## config.mk

```make
export PLATFORM = sky130hd
export DESIGN_NAME = grid_ray_dda_traversal
export DESIGN_NICKNAME = d
export VERILOG_FILES = /design/src/rtl/gdda_pkg.sv /design/src/rtl/gdda_recip.sv /design/src/rtl/gdda_front.sv /design/src/rtl/gdda_fifo.sv /design/src/rtl/gdda_back.sv /design/src/rtl/grid_ray_dda_traversal.sv
export SDC_FILE = /design/constraint.sdc
export NUM_CORES = 2
export LEC_CHECK = 0
export ABC_AREA = 1
export BUFFER_PORTS_ARGS = -buffer_cell sky130_fd_sc_hd__buf_4
export CELL_PAD_IN_SITES_DETAIL_PLACEMENT = 0
export CELL_PAD_IN_SITES_GLOBAL_PLACEMENT = 1
export CORE_ASPECT_RATIO = 2
export CORE_MARGIN = 1.5
export CORE_UTILIZATION = 45
export CTS_BUF_LIST = sky130_fd_sc_hd__clkbuf_2 sky130_fd_sc_hd__clkbuf_4 sky130_fd_sc_hd__clkbuf_8
export DETAILED_ROUTE_END_ITERATION = 6
export PLACE_DENSITY = 0.71
export SLEW_MARGIN = 20
export SYNTH_ARGS = -nofsm -noshare
export SYNTH_HDL_FRONTEND = slang
export SYNTH_SLANG_ARGS = --single-unit
```

## constraint.sdc

```tcl
create_clock -name clk_i -period 14.3 [get_ports clk_i]
set_input_delay 1.43 -clock clk_i [delete_from_list [all_inputs] [get_ports clk_i]]
set_output_delay 1.43 -clock clk_i [all_outputs]
set_load 0.02 [all_outputs]
```

## src/rtl/gdda_pkg.sv

```systemverilog
`timescale 1ns / 1ps
package gdda_pkg;

  localparam int unsigned MapSize    = 16;
  localparam int unsigned CellBits   = 4;
  localparam int unsigned FracBits   = 12;
  localparam int unsigned TileBits   = 4;
  localparam int unsigned RecipBits  = 14 + FracBits + 1;
  localparam int unsigned StepBits   = 7;
  localparam logic [StepBits-1:0] MaxSteps = StepBits'(4 * MapSize + 4);

  localparam logic CMD_WRITE = 1'b0;
  localparam logic CMD_CAST  = 1'b1;

  localparam logic [1:0] ST_WALL    = 2'd0;
  localparam logic [1:0] ST_LIMIT   = 2'd1;
  localparam logic [1:0] ST_LEFT    = 2'd2;
  localparam logic [1:0] ST_WRITTEN = 2'd3;

  localparam logic [31:0] DistInf    = 32'hFFFF_FFFF;
  localparam logic [17:0] DistOutMax = 18'h3FFFF;
  localparam logic [5:0]  LimitReset = 6'd24;

  typedef struct packed {
    logic               command;
    logic [3:0]         tile_x;
    logic [3:0]         tile_y;
    logic [3:0]         tile_value;
    logic [15:0]        start_x;
    logic [15:0]        start_y;
    logic signed [15:0] dir_x;
    logic signed [15:0] dir_y;
  } item_t;

  typedef struct packed {
    logic [3:0]  hit_x;
    logic [3:0]  hit_y;
    logic [3:0]  hit_tile;
    logic        hit_side;
    logic [17:0] distance;
    logic [1:0]  status;
  } result_t;

  typedef struct packed {
    logic        is_write;
    logic [3:0]  cx;
    logic [3:0]  cy;
    logic [3:0]  tval;
    logic [31:0] rx;
    logic [31:0] ry;
    logic [31:0] dx;
    logic [31:0] dy;
    logic        sx_neg;
    logic        sy_neg;
  } job_t;

  typedef struct packed {
    logic push;
    logic full;
  } qctl_t;

endpackage

```

## src/rtl/gdda_recip.sv

```systemverilog
`timescale 1ns / 1ps
module gdda_recip (
  input  logic                               clk_i,
  input  logic                               rst_ni,
  input  logic                               start_i,
  input  logic [15:0]                        mag_i,
  output logic                               done_o,
  output logic [gdda_pkg::RecipBits-1:0]     quot_o
);
  // restoring division of 2^(RecipBits-1) by mag, one quotient bit per cycle
  logic [15:0] rem_q, mag_q;
  logic [gdda_pkg::RecipBits-1:0] quot_q;
  logic [4:0] cnt_q;
  logic busy_q, done_q;
  logic [16:0] trial;
  logic ge;

  assign trial = {rem_q, (cnt_q == 5'd0)};
  assign ge    = trial >= {1'b0, mag_q};

  always_ff @(posedge clk_i or negedge rst_ni) begin
    if (!rst_ni) begin
      busy_q <= 1'b0;
      done_q <= 1'b0;
      cnt_q  <= '0;
    end else begin
      done_q <= 1'b0;
      if (start_i) begin
        busy_q <= 1'b1;
        cnt_q  <= '0;
      end else if (busy_q) begin
        if (cnt_q == 5'(gdda_pkg::RecipBits - 1)) begin
          busy_q <= 1'b0;
          done_q <= 1'b1;
        end
        cnt_q <= cnt_q + 5'd1;
      end
    end
  end

  always_ff @(posedge clk_i) begin
    if (start_i) begin
      rem_q  <= '0;
      mag_q  <= mag_i;
      quot_q <= '0;
    end else if (busy_q) begin
      rem_q  <= ge ? 16'(trial - {1'b0, mag_q}) : trial[15:0];
      quot_q <= {quot_q[gdda_pkg::RecipBits-2:0], ge};
    end
  end

  assign done_o = done_q;
  assign quot_o = quot_q;
endmodule

```

## src/rtl/gdda_front.sv

```systemverilog
`timescale 1ns / 1ps
module gdda_front (
  input  logic                  clk_i,
  input  logic                  rst_ni,
  input  logic                  start_i,
  input  gdda_pkg::item_t       item_i,
  output logic                  busy_o,
  output gdda_pkg::qctl_t       qctl_o,
  input  logic                  full_i,
  output gdda_pkg::job_t        job_o
);
  typedef enum logic [2:0] {S_IDLE, S_WR, S_DIV, S_MUL, S_PUSH} state_e;

  state_e state_q;
  gdda_pkg::item_t item_q;
  logic div_start;
  logic done_x, done_y;
  logic [gdda_pkg::RecipBits-1:0] quot_x, quot_y;
  logic [15:0] mag_x, mag_y;
  logic pos_x, pos_y;
  logic [12:0] f_x, f_y;
  logic [31:0] delta_x, delta_y;
  logic [44:0] prod_x_q, prod_y_q;
  logic [31:0] dx_q, dy_q;
  logic [31:0] rx, ry;

  assign mag_x = item_q.dir_x[15] ? 16'(16'd0 - item_q.dir_x) : item_q.dir_x;
  assign mag_y = item_q.dir_y[15] ? 16'(16'd0 - item_q.dir_y) : item_q.dir_y;
  assign pos_x = (item_q.dir_x != '0) && !item_q.dir_x[15];
  assign pos_y = (item_q.dir_y != '0) && !item_q.dir_y[15];
  assign f_x = pos_x ? 13'(13'h1000 - {1'b0, item_q.start_x[11:0]})
                     : {1'b0, item_q.start_x[11:0]};
  assign f_y = pos_y ? 13'(13'h1000 - {1'b0, item_q.start_y[11:0]})
                     : {1'b0, item_q.start_y[11:0]};
  assign delta_x = (mag_x == '0) ? gdda_pkg::DistInf : 32'(quot_x);
  assign delta_y = (mag_y == '0) ? gdda_pkg::DistInf : 32'(quot_y);
  assign rx = prod_x_q[44] ? gdda_pkg::DistInf : prod_x_q[43:12];
  assign ry = prod_y_q[44] ? gdda_pkg::DistInf : prod_y_q[43:12];

  assign div_start = start_i && (state_q == S_IDLE) && (item_i.command == gdda_pkg::CMD_CAST);

  gdda_recip u_recip_x (
    .clk_i, .rst_ni, .start_i(div_start),
    .mag_i(item_i.dir_x[15] ? 16'(16'd0 - item_i.dir_x) : item_i.dir_x),
    .done_o(done_x), .quot_o(quot_x)
  );
  gdda_recip u_recip_y (
    .clk_i, .rst_ni, .start_i(div_start),
    .mag_i(item_i.dir_y[15] ? 16'(16'd0 - item_i.dir_y) : item_i.dir_y),
    .done_o(done_y), .quot_o(quot_y)
  );

  always_ff @(posedge clk_i or negedge rst_ni) begin
    if (!rst_ni) begin
      state_q <= S_IDLE;
    end else begin
      unique case (state_q)
        S_IDLE: if (start_i) begin
          state_q <= (item_i.command == gdda_pkg::CMD_CAST) ? S_DIV : S_WR;
        end
        S_WR:   if (!full_i) state_q <= S_IDLE;
        S_DIV:  if (done_x && done_y) state_q <= S_MUL;
        S_MUL:  state_q <= S_PUSH;
        S_PUSH: if (!full_i) state_q <= S_IDLE;
        default: state_q <= S_IDLE;
      endcase
    end
  end

  always_ff @(posedge clk_i) begin
    if (state_q == S_IDLE && start_i) item_q <= item_i;
    if (state_q == S_DIV && done_x && done_y) begin
      dx_q     <= delta_x;
      dy_q     <= delta_y;
      prod_x_q <= 45'(f_x) * 45'(delta_x);
      prod_y_q <= 45'(f_y) * 45'(delta_y);
    end
  end

  always_comb begin
    job_o          = '0;
    job_o.is_write = (state_q == S_WR);
    job_o.tval     = item_q.tile_value;
    job_o.cx       = (state_q == S_WR) ? item_q.tile_x : item_q.start_x[15:12];
    job_o.cy       = (state_q == S_WR) ? item_q.tile_y : item_q.start_y[15:12];
    job_o.rx       = rx;
    job_o.ry       = ry;
    job_o.dx       = dx_q;
    job_o.dy       = dy_q;
    job_o.sx_neg   = !pos_x;
    job_o.sy_neg   = !pos_y;
  end

  assign qctl_o.push = ((state_q == S_WR) || (state_q == S_PUSH)) && !full_i;
  assign qctl_o.full = full_i;
  assign busy_o = (state_q != S_IDLE);
endmodule

```

## src/rtl/gdda_fifo.sv

```systemverilog
`timescale 1ns / 1ps
module gdda_fifo (
  input  logic             clk_i,
  input  logic             rst_ni,
  input  gdda_pkg::qctl_t  qctl_i,
  input  gdda_pkg::job_t   job_i,
  input  logic             pop_i,
  output logic             full_o,
  output logic             empty_o,
  output gdda_pkg::job_t   job_o
);
  gdda_pkg::job_t slot_q [2];
  logic wr_q, rd_q;
  logic [1:0] cnt_q;

  always_ff @(posedge clk_i or negedge rst_ni) begin
    if (!rst_ni) begin
      wr_q  <= 1'b0;
      rd_q  <= 1'b0;
      cnt_q <= '0;
    end else begin
      if (qctl_i.push) wr_q <= !wr_q;
      if (pop_i) rd_q <= !rd_q;
      cnt_q <= cnt_q + 2'(qctl_i.push) - 2'(pop_i);
    end
  end

  always_ff @(posedge clk_i) begin
    if (qctl_i.push) slot_q[wr_q] <= job_i;
  end

  assign full_o  = (cnt_q == 2'd2);
  assign empty_o = (cnt_q == 2'd0);
  assign job_o   = slot_q[rd_q];
endmodule

```

## src/rtl/gdda_back.sv

```systemverilog
`timescale 1ns / 1ps
module gdda_back (
  input  logic               clk_i,
  input  logic               rst_ni,
  input  logic               cfg_we_i,
  input  logic [5:0]         cfg_wdata_i,
  input  logic               empty_i,
  input  gdda_pkg::job_t     job_i,
  output logic               pop_o,
  output logic               done_o,
  output gdda_pkg::result_t  result_o
);
  typedef enum logic [1:0] {S_IDLE, S_STEP, S_CHECK} state_e;

  state_e state_q;
  logic [5:0] limit_q;
  logic done_q;
  gdda_pkg::result_t res_q;
  logic [4:0] cx_q, cy_q;
  logic [31:0] rx_q, ry_q, dx_q, dy_q, dist_q;
  logic sxn_q, syn_q, side_q;
  logic [gdda_pkg::StepBits-1:0] iter_q;
  logic [gdda_pkg::TileBits-1:0] mem [gdda_pkg::MapSize*gdda_pkg::MapSize];
  logic [gdda_pkg::TileBits-1:0] rd_q;
  logic take_x, go_on;
  logic [4:0] nx, ny;
  logic [32:0] sum_x, sum_y;
  logic [3:0] cx_cl, cy_cl;
  logic [17:0] dist_out;
  logic [7:0] rd_addr;

  assign take_x = rx_q < ry_q;
  assign go_on  = (dist_q < {14'd0, limit_q, 12'd0}) && (iter_q < gdda_pkg::MaxSteps);
  assign nx     = cx_q + (sxn_q ? 5'h1F : 5'h01);
  assign ny     = cy_q + (syn_q ? 5'h1F : 5'h01);
  assign sum_x  = {1'b0, rx_q} + {1'b0, dx_q};
  assign sum_y  = {1'b0, ry_q} + {1'b0, dy_q};
  assign cx_cl  = cx_q[4] ? (sxn_q ? 4'd0 : 4'd15) : cx_q[3:0];
  assign cy_cl  = cy_q[4] ? (syn_q ? 4'd0 : 4'd15) : cy_q[3:0];
  assign dist_out = (dist_q > 32'(gdda_pkg::DistOutMax)) ? gdda_pkg::DistOutMax : dist_q[17:0];
  assign rd_addr = take_x ? {nx[3:0], cy_q[3:0]} : {cx_q[3:0], ny[3:0]};
  assign pop_o  = (state_q == S_IDLE) && !empty_i;

  always_ff @(posedge clk_i) begin
    if (pop_o && job_i.is_write) mem[{job_i.cx, job_i.cy}] <= job_i.tval;
    rd_q <= mem[rd_addr];
  end

  always_ff @(posedge clk_i or negedge rst_ni) begin
    if (!rst_ni) begin
      state_q <= S_IDLE;
      limit_q <= gdda_pkg::LimitReset;
      done_q  <= 1'b0;
    end else begin
      done_q <= 1'b0;
      if (cfg_we_i) limit_q <= cfg_wdata_i;
      unique case (state_q)
        S_IDLE: if (!empty_i) begin
          if (job_i.is_write) begin
            done_q <= 1'b1;
            res_q  <= '{hit_x: job_i.cx, hit_y: job_i.cy, hit_tile: job_i.tval,
                        hit_side: 1'b0, distance: '0, status: gdda_pkg::ST_WRITTEN};
          end else begin
            state_q <= S_STEP;
          end
          cx_q   <= {1'b0, job_i.cx};
          cy_q   <= {1'b0, job_i.cy};
          rx_q   <= job_i.rx;
          ry_q   <= job_i.ry;
          dx_q   <= job_i.dx;
          dy_q   <= job_i.dy;
          sxn_q  <= job_i.sx_neg;
          syn_q  <= job_i.sy_neg;
          dist_q <= '0;
          side_q <= 1'b0;
          iter_q <= '0;
        end
        S_STEP: begin
          if (!go_on) begin
            done_q  <= 1'b1;
            res_q   <= '{hit_x: cx_cl, hit_y: cy_cl, hit_tile: '0, hit_side: side_q,
                         distance: dist_out, status: gdda_pkg::ST_LIMIT};
            state_q <= S_IDLE;
          end else begin
            iter_q <= iter_q + gdda_pkg::StepBits'(1);
            if (take_x) begin
              cx_q   <= nx;
              dist_q <= rx_q;
              rx_q   <= sum_x[32] ? gdda_pkg::DistInf : sum_x[31:0];
              side_q <= 1'b0;
            end else begin
              cy_q   <= ny;
              dist_q <= ry_q;
              ry_q   <= sum_y[32] ? gdda_pkg::DistInf : sum_y[31:0];
              side_q <= 1'b1;
            end
            state_q <= S_CHECK;
          end
        end
        S_CHECK: begin
          if (cx_q[4] || cy_q[4]) begin
            done_q  <= 1'b1;
            res_q   <= '{hit_x: cx_cl, hit_y: cy_cl, hit_tile: '0, hit_side: side_q,
                         distance: dist_out, status: gdda_pkg::ST_LEFT};
            state_q <= S_IDLE;
          end else if (rd_q != '0) begin
            done_q  <= 1'b1;
            res_q   <= '{hit_x: cx_cl, hit_y: cy_cl, hit_tile: rd_q, hit_side: side_q,
                         distance: dist_out, status: gdda_pkg::ST_WALL};
            state_q <= S_IDLE;
          end else begin
            state_q <= S_STEP;
          end
        end
        default: state_q <= S_IDLE;
      endcase
    end
  end

  assign done_o   = done_q;
  assign result_o = res_q;
endmodule

```

## src/rtl/grid_ray_dda_traversal.sv

```systemverilog
`timescale 1ns / 1ps
// grid ray caster over a 16 x 16 map of 4-bit tiles
// command channel: start_i with item_i is transferred at a clock edge where busy_o is low
// command 0 writes one tile, command 1 casts one ray from start_x/start_y along dir_x/dir_y
// result channel: done_o pulses one cycle with result_o, the receiver cannot stall it
// cfg_we_i with cfg_wdata_i sets the length limit in tiles; write it only while no command is open (unchecked)
// the front computes both reciprocal step lengths with two serial dividers,
// then a multiply and a push into a two-entry queue
// the back walks the grid cell by cell, a step state and then a check of the registered tile read
// a write result is registered when the back pops the write from the queue
// a cast result is registered when the walk hits a wall, leaves the map or reaches the
// length limit; the walk stops at 68 cells
// the front frees up after its write state, or after its divide, multiply and push states
// busy_o stays high while the front works on a command, also while a full queue holds it
// reset clears control and sets the limit to 24; the tile map is not cleared
module grid_ray_dda_traversal (
  input  logic               clk_i,
  input  logic               rst_ni,
  input  logic               start_i,
  input  gdda_pkg::item_t    item_i,
  output logic               busy_o,
  input  logic               cfg_we_i,
  input  logic [5:0]         cfg_wdata_i,
  output logic               done_o,
  output gdda_pkg::result_t  result_o
);
  gdda_pkg::qctl_t qctl;
  gdda_pkg::job_t  job_in, job_out;
  logic full, empty, pop, front_busy;

  gdda_front u_front (
    .clk_i, .rst_ni, .start_i, .item_i, .busy_o(front_busy),
    .qctl_o(qctl), .full_i(full), .job_o(job_in)
  );

  gdda_fifo u_fifo (
    .clk_i, .rst_ni, .qctl_i(qctl), .job_i(job_in), .pop_i(pop),
    .full_o(full), .empty_o(empty), .job_o(job_out)
  );

  gdda_back u_back (
    .clk_i, .rst_ni, .cfg_we_i, .cfg_wdata_i, .empty_i(empty), .job_i(job_out),
    .pop_o(pop), .done_o, .result_o
  );

  assign busy_o = front_busy;
endmodule

```

==> flow_summary.html <==
<table>
<tr><th>Metric</th><th>Value</th></tr>
<tr><th colspan="2">Floorplanning</th></tr>
<tr><td>Die boundary height</td><td>694.9 µm</td></tr>
<tr><td>Horizontal die dimension</td><td>349.0 µm</td></tr>
<tr><td>Core area</td><td>0.2377 mm²</td></tr>
<tr><td>Cell Rows</td><td>253</td></tr>
<tr><td>Number of I/O pins</td><td>122</td></tr>
<tr><td>Initial core utilization</td><td>45.31%</td></tr>
<tr><td>Area enclosed by the die boundary</td><td>0.2425 mm²</td></tr>
<tr><th colspan="2">Synthesis</th></tr>
<tr><td>Adder and majority gate portion of the synthesized area</td><td>15.97%</td></tr>
<tr><td>Simple-gate share of the synthesized area</td><td>18.09%</td></tr>
<tr><td>Mux contribution to synthesized area</td><td>0%</td></tr>
<tr><td>Cell with the most instances after synthesis</td><td>sky130_fd_sc_hd__nand2_1</td></tr>
<tr><td>Library cells used by synthesis</td><td>75</td></tr>
<tr><td>Largest family of logic cells by synthesized area</td><td>simple AND/OR/NAND/NOR gates</td></tr>
<tr><td>EDFF count, synth</td><td>1729</td></tr>
<tr><td>Mean Syn Cell Area</td><td>9.716 µm²</td></tr>
<tr><td>Synth area leader</td><td>sky130_fd_sc_hd__edfxtp_1</td></tr>
<tr><td>Number of instances in the synthesized netlist</td><td>11090</td></tr>
<tr><td>Sequential fraction of the synthesis area</td><td>50.57%</td></tr>
<tr><td>Cell types with the highest counts after synthesis</td><td>sky130_fd_sc_hd__nand2_1, sky130_fd_sc_hd__inv_1, sky130_fd_sc_hd__edfxtp_1, sky130_fd_sc_hd__nor2_1, sky130_fd_sc_hd__nand3_1</td></tr>
<tr><td>Area fraction in compound gates after synthesis</td><td>4.897%</td></tr>
<tr><td>Area share of xor/xnor cells in the synthesized design</td><td>1.422%</td></tr>
<tr><td>Total standard cell area after synthesis</td><td>0.1077 mm²</td></tr>
<tr><td>Area contributors post-synth</td><td>sky130_fd_sc_hd__edfxtp_1, sky130_fd_sc_hd__fa_1, sky130_fd_sc_hd__nand2_1</td></tr>
<tr><td>FF+latch count, synth</td><td>1849</td></tr>
<tr><td>Top cell type's share of synthesized area</td><td>48.20%</td></tr>
<tr><td>Top FF cell, synth</td><td>sky130_fd_sc_hd__edfxtp_1</td></tr>
<tr><td>Post-synthesis async set-or-reset flop share</td><td>1.622%</td></tr>
<tr><td>Count of synthesis-stage warnings from yosys</td><td>0</td></tr>
<tr><th colspan="2">STA</th></tr>
<tr><td>Post-route fraction of the period consumed by the critical path</td><td>55.55%</td></tr>
<tr><td>Peak clock frequency supported by timing</td><td>0.1259 GHz</td></tr>
<tr><td>Max Slew Vio Count</td><td>0</td></tr>
<tr><td>Final Setup Violations</td><td>0</td></tr>
<tr><td>Post-route setup TNS</td><td>0 ns</td></tr>
<tr><td>Time the final worst path needs with I/O delays and setup</td><td>7.944 ns</td></tr>
<tr><td>Final clock skew</td><td>0.08755 ns</td></tr>
<tr><td>Total count of hold-check failures in the final report</td><td>0</td></tr>
<tr><td>Least-Margin Pin Slew</td><td>1.191 ns</td></tr>
<tr><td>Least setup slack across all paths after layout</td><td>6.356 ns</td></tr>
<tr><td>Unrepaired setup endpoints after global routing</td><td>false</td></tr>
<tr><td>Relative slew slack</td><td>19.77%</td></tr>
<tr><th colspan="2">Clock network</th></tr>
<tr><td>Buffer cell driving the clock tree root</td><td>sky130_fd_sc_hd__clkbuf_8</td></tr>
<tr><td>Post-cts repair resize count</td><td>0</td></tr>
<tr><td>Number of H-tree levels</td><td>5</td></tr>
<tr><td>Latest clock arrival within the worst-skew pair</td><td>0.99 ns</td></tr>
<tr><td>Clock Pin Slew Worst Setup and Hold Paths</td><td>0.07 ns</td></tr>
<tr><td>Post-CTS Hold Fix Bufs</td><td>0</td></tr>
<tr><td>Clock buffer depth</td><td>4</td></tr>
<tr><td>Sinks on Clock Net</td><td>1849</td></tr>
<tr><td>Clock tree from TritonCTS</td><td>yes</td></tr>
<tr><td># Post-CTS Setup Buffers</td><td>0</td></tr>
<tr><td>Inserted Clock Buffers</td><td>276</td></tr>
<tr><th colspan="2">Outcome</th></tr>
<tr><td>Result of the run</td><td>finished clean</td></tr>
<tr><th colspan="2">Route</th></tr>
<tr><td>Post-route ant nets</td><td>0</td></tr>
<tr><td>DRC viols</td><td>0</td></tr>
<tr><td>Via count</td><td>75170</td></tr>
<tr><td>Wirelength per Cell</td><td>21.89 µm</td></tr>
<tr><td>Violation count after the first detailed-routing iteration</td><td>4275</td></tr>
<tr><td>Total wire length after detailed routing</td><td>318.8 mm</td></tr>
<tr><td>Vias per Instance</td><td>5.163</td></tr>
<tr><td>Detailed-router iteration count before antenna repair</td><td>6</td></tr>
<tr><th colspan="2">GRT</th></tr>
<tr><td>Pin count of the biggest net entering global routing</td><td>157</td></tr>
<tr><td>Wire length of the first global-routing pass</td><td>474.2 mm</td></tr>
<tr><td>Total GRT Usage</td><td>26.37%</td></tr>
<tr><td>Global route overflow</td><td>0</td></tr>
<tr><td>Vias in the first global route</td><td>79790</td></tr>
<tr><td>Number of antenna violations at the first check in global routing</td><td>2</td></tr>
<tr><th colspan="2">Placement</th></tr>
<tr><td>Final weighted congestion in routability-driven placement</td><td>0.9974</td></tr>
<tr><td>Sum of net half-perimeters after detailed placement</td><td>231.6 mm</td></tr>
<tr><td>Count of port buffers added during placement</td><td>121</td></tr>
<tr><td>Worst setup timing slack at the placement stage</td><td>6.320 ns</td></tr>
<tr><th colspan="2">Cells and area</th></tr>
<tr><td>Number of nets in the layout</td><td>12240</td></tr>
<tr><td>Layout cells sized above 1</td><td>7.502%</td></tr>
<tr><td>Number of fill cells</td><td>22260</td></tr>
<tr><td>Synthesis-to-finish area growth</td><td>8.927%</td></tr>
<tr><th colspan="2">Worst setup path</th></tr>
<tr><td>Worst Setup Start Kind</td><td>flop</td></tr>
<tr><td>Critical path's slowest cell</td><td>sky130_fd_sc_hd__fa_1</td></tr>
<tr><td>Max Fanout on Critical Path</td><td>25</td></tr>
<tr><td>Largest stage delay on the critical path</td><td>0.55 ns</td></tr>
<tr><td>Library cell appearing most often on the critical path</td><td>sky130_fd_sc_hd__nand2_1</td></tr>
<tr><td>Critical setup path kind</td><td>flop to flop</td></tr>
<tr><td>Data required time at the worst endpoint</td><td>14.98 ns</td></tr>
<tr><td>Arrival time at the worst endpoint</td><td>8.63 ns</td></tr>
<tr><td>Endpoint type of the worst setup path</td><td>flop</td></tr>
<tr><th colspan="2">Flow run</th></tr>
<tr><td>Max-capacitance violation count</td><td>0</td></tr>
<tr><th colspan="2">Min path</th></tr>
<tr><td>Min-Delay Path Class</td><td>flop to flop</td></tr>
</table>
[per-stage QoR]
step                      hold slack [ns]  instance area [µm²]  util [%]  cells
after CTS                          0.4290               117300     49.35  14560
after global routing               0.4441               117300     49.35  14560
after floorplan                    0.4215               107700         -  11090
after global placement             0.4219               111600     46.95  14080
after detailed placement           0.4298               111600     46.95  14080
final                              0.4180               117300     49.36  14560
[layer usage]
layer / vias to the layer above / wire, µm / track usage (%)
met5: - / 0 / 0
met3: 907 / 11490 / 3.002
li1: 35650 / - / -
met2: 1943 / 173400 / 50.76
met1: 36670 / 104500 / 24.81
met4: 0 / 29440 / 20.95
[flip-flops by register name, summed over array words and instances (netlist names), 27 cells and up]
signal and count:
u_front.u_recip_x.quot_o 27, u_back.ry_q 32, u_front.dy_q 28, u_back.dist_q 32, u_fifo.slot_q 270, u_back.dy_q 28
u_back.dx_q 28, u_back.mem 1024, u_front.prod_y_q 33, u_front.item_q 72, u_back.result_o 33, u_front.prod_x_q 33
u_front.u_recip_y.quot_o 27, u_back.rx_q 32, u_front.dx_q 28
[worst paths after layout]
path                                                          endpoint                          from  cells past startpoint  slack, ns
worst max-delay path                    u_front.prod_x_q[43]$_DFFE_PP_  u_front.item_q[18]$_DFFE_PP_                     30       6.36
worst min-delay path                    u_fifo.slot_q[0][19]$_DFFE_PP_    u_front.dy_q[17]$_DFFE_PP_                      0       0.42
worst max register to register          u_front.prod_x_q[43]$_DFFE_PP_  u_front.item_q[18]$_DFFE_PP_                     30       6.36
worst min register to register          u_fifo.slot_q[0][19]$_DFFE_PP_    u_front.dy_q[17]$_DFFE_PP_                      0       0.42
max in group asynchronous       u_front.u_recip_y.cnt_q[3]$_DFFE_PN0P_                        rst_ni                      2      13.06
min in group asynchronous                    u_fifo.cnt_q[1]$_DFF_PN0_                        rst_ni                      2       0.72
[layout make-up]
| type | count | area, µm² | share of cell area (%) |
|---|---|---|---|
| Sequential cell | 1849 | 54480 | 46.43 |
| Clock inverter | 142 | 1384 | 1.179 |
| Timing Repair Buffer | 213 | 1649 | 1.405 |
| Inverter | 2050 | 7701 | 6.563 |
| Antenna cell | 3 | 7.507 | 0.006398 |
| Clock buffer | 341 | 4324 | 3.685 |
| Tap cell | 3187 | 3988 | 3.399 |
| Multi-Input combinational cell | 6776 | 43800 | 37.33 |
[placed cells by master (no fill, tap or decap), types with 96 or more instances in the layout]
cell type,instances
sky130_fd_sc_hd__nand3_1,996
sky130_fd_sc_hd__fa_1,652
sky130_fd_sc_hd__nor2_1,995
sky130_fd_sc_hd__clkinv_1,96
sky130_fd_sc_hd__buf_4,209
sky130_fd_sc_hd__o21ai_0,365
sky130_fd_sc_hd__ha_1,331
sky130_fd_sc_hd__edfxtp_1,1729
sky130_fd_sc_hd__xor2_1,96
sky130_fd_sc_hd__a21oi_1,252
sky130_fd_sc_hd__clkbuf_8,282
sky130_fd_sc_hd__inv_1,1982
sky130_fd_sc_hd__nand2_1,2430
[cells by family after synthesis]
group / after synthesis
DFF: 1849
adders and majority gates: 984
and+or+nand+nor: 4687
xor gates and xnor gates: 174
buffers and inverters: 2467
other: 2
AOI/OAI and AO/OA: 923
[critical path, delay by kind of cell, from the launching register on]
kind                       cells  cell delay [ns]
and+or+nand+nor               16             2.78
adders and majority gates      6             2.82
AOI/OAI and AO/OA              3             0.55
buffers and inverters          5             1.15
DFF                            1             0.37
Power is left out: the tool's default activity adds up to more than one toggle a clock period on the data nets, which glitch-free logic cannot reach.
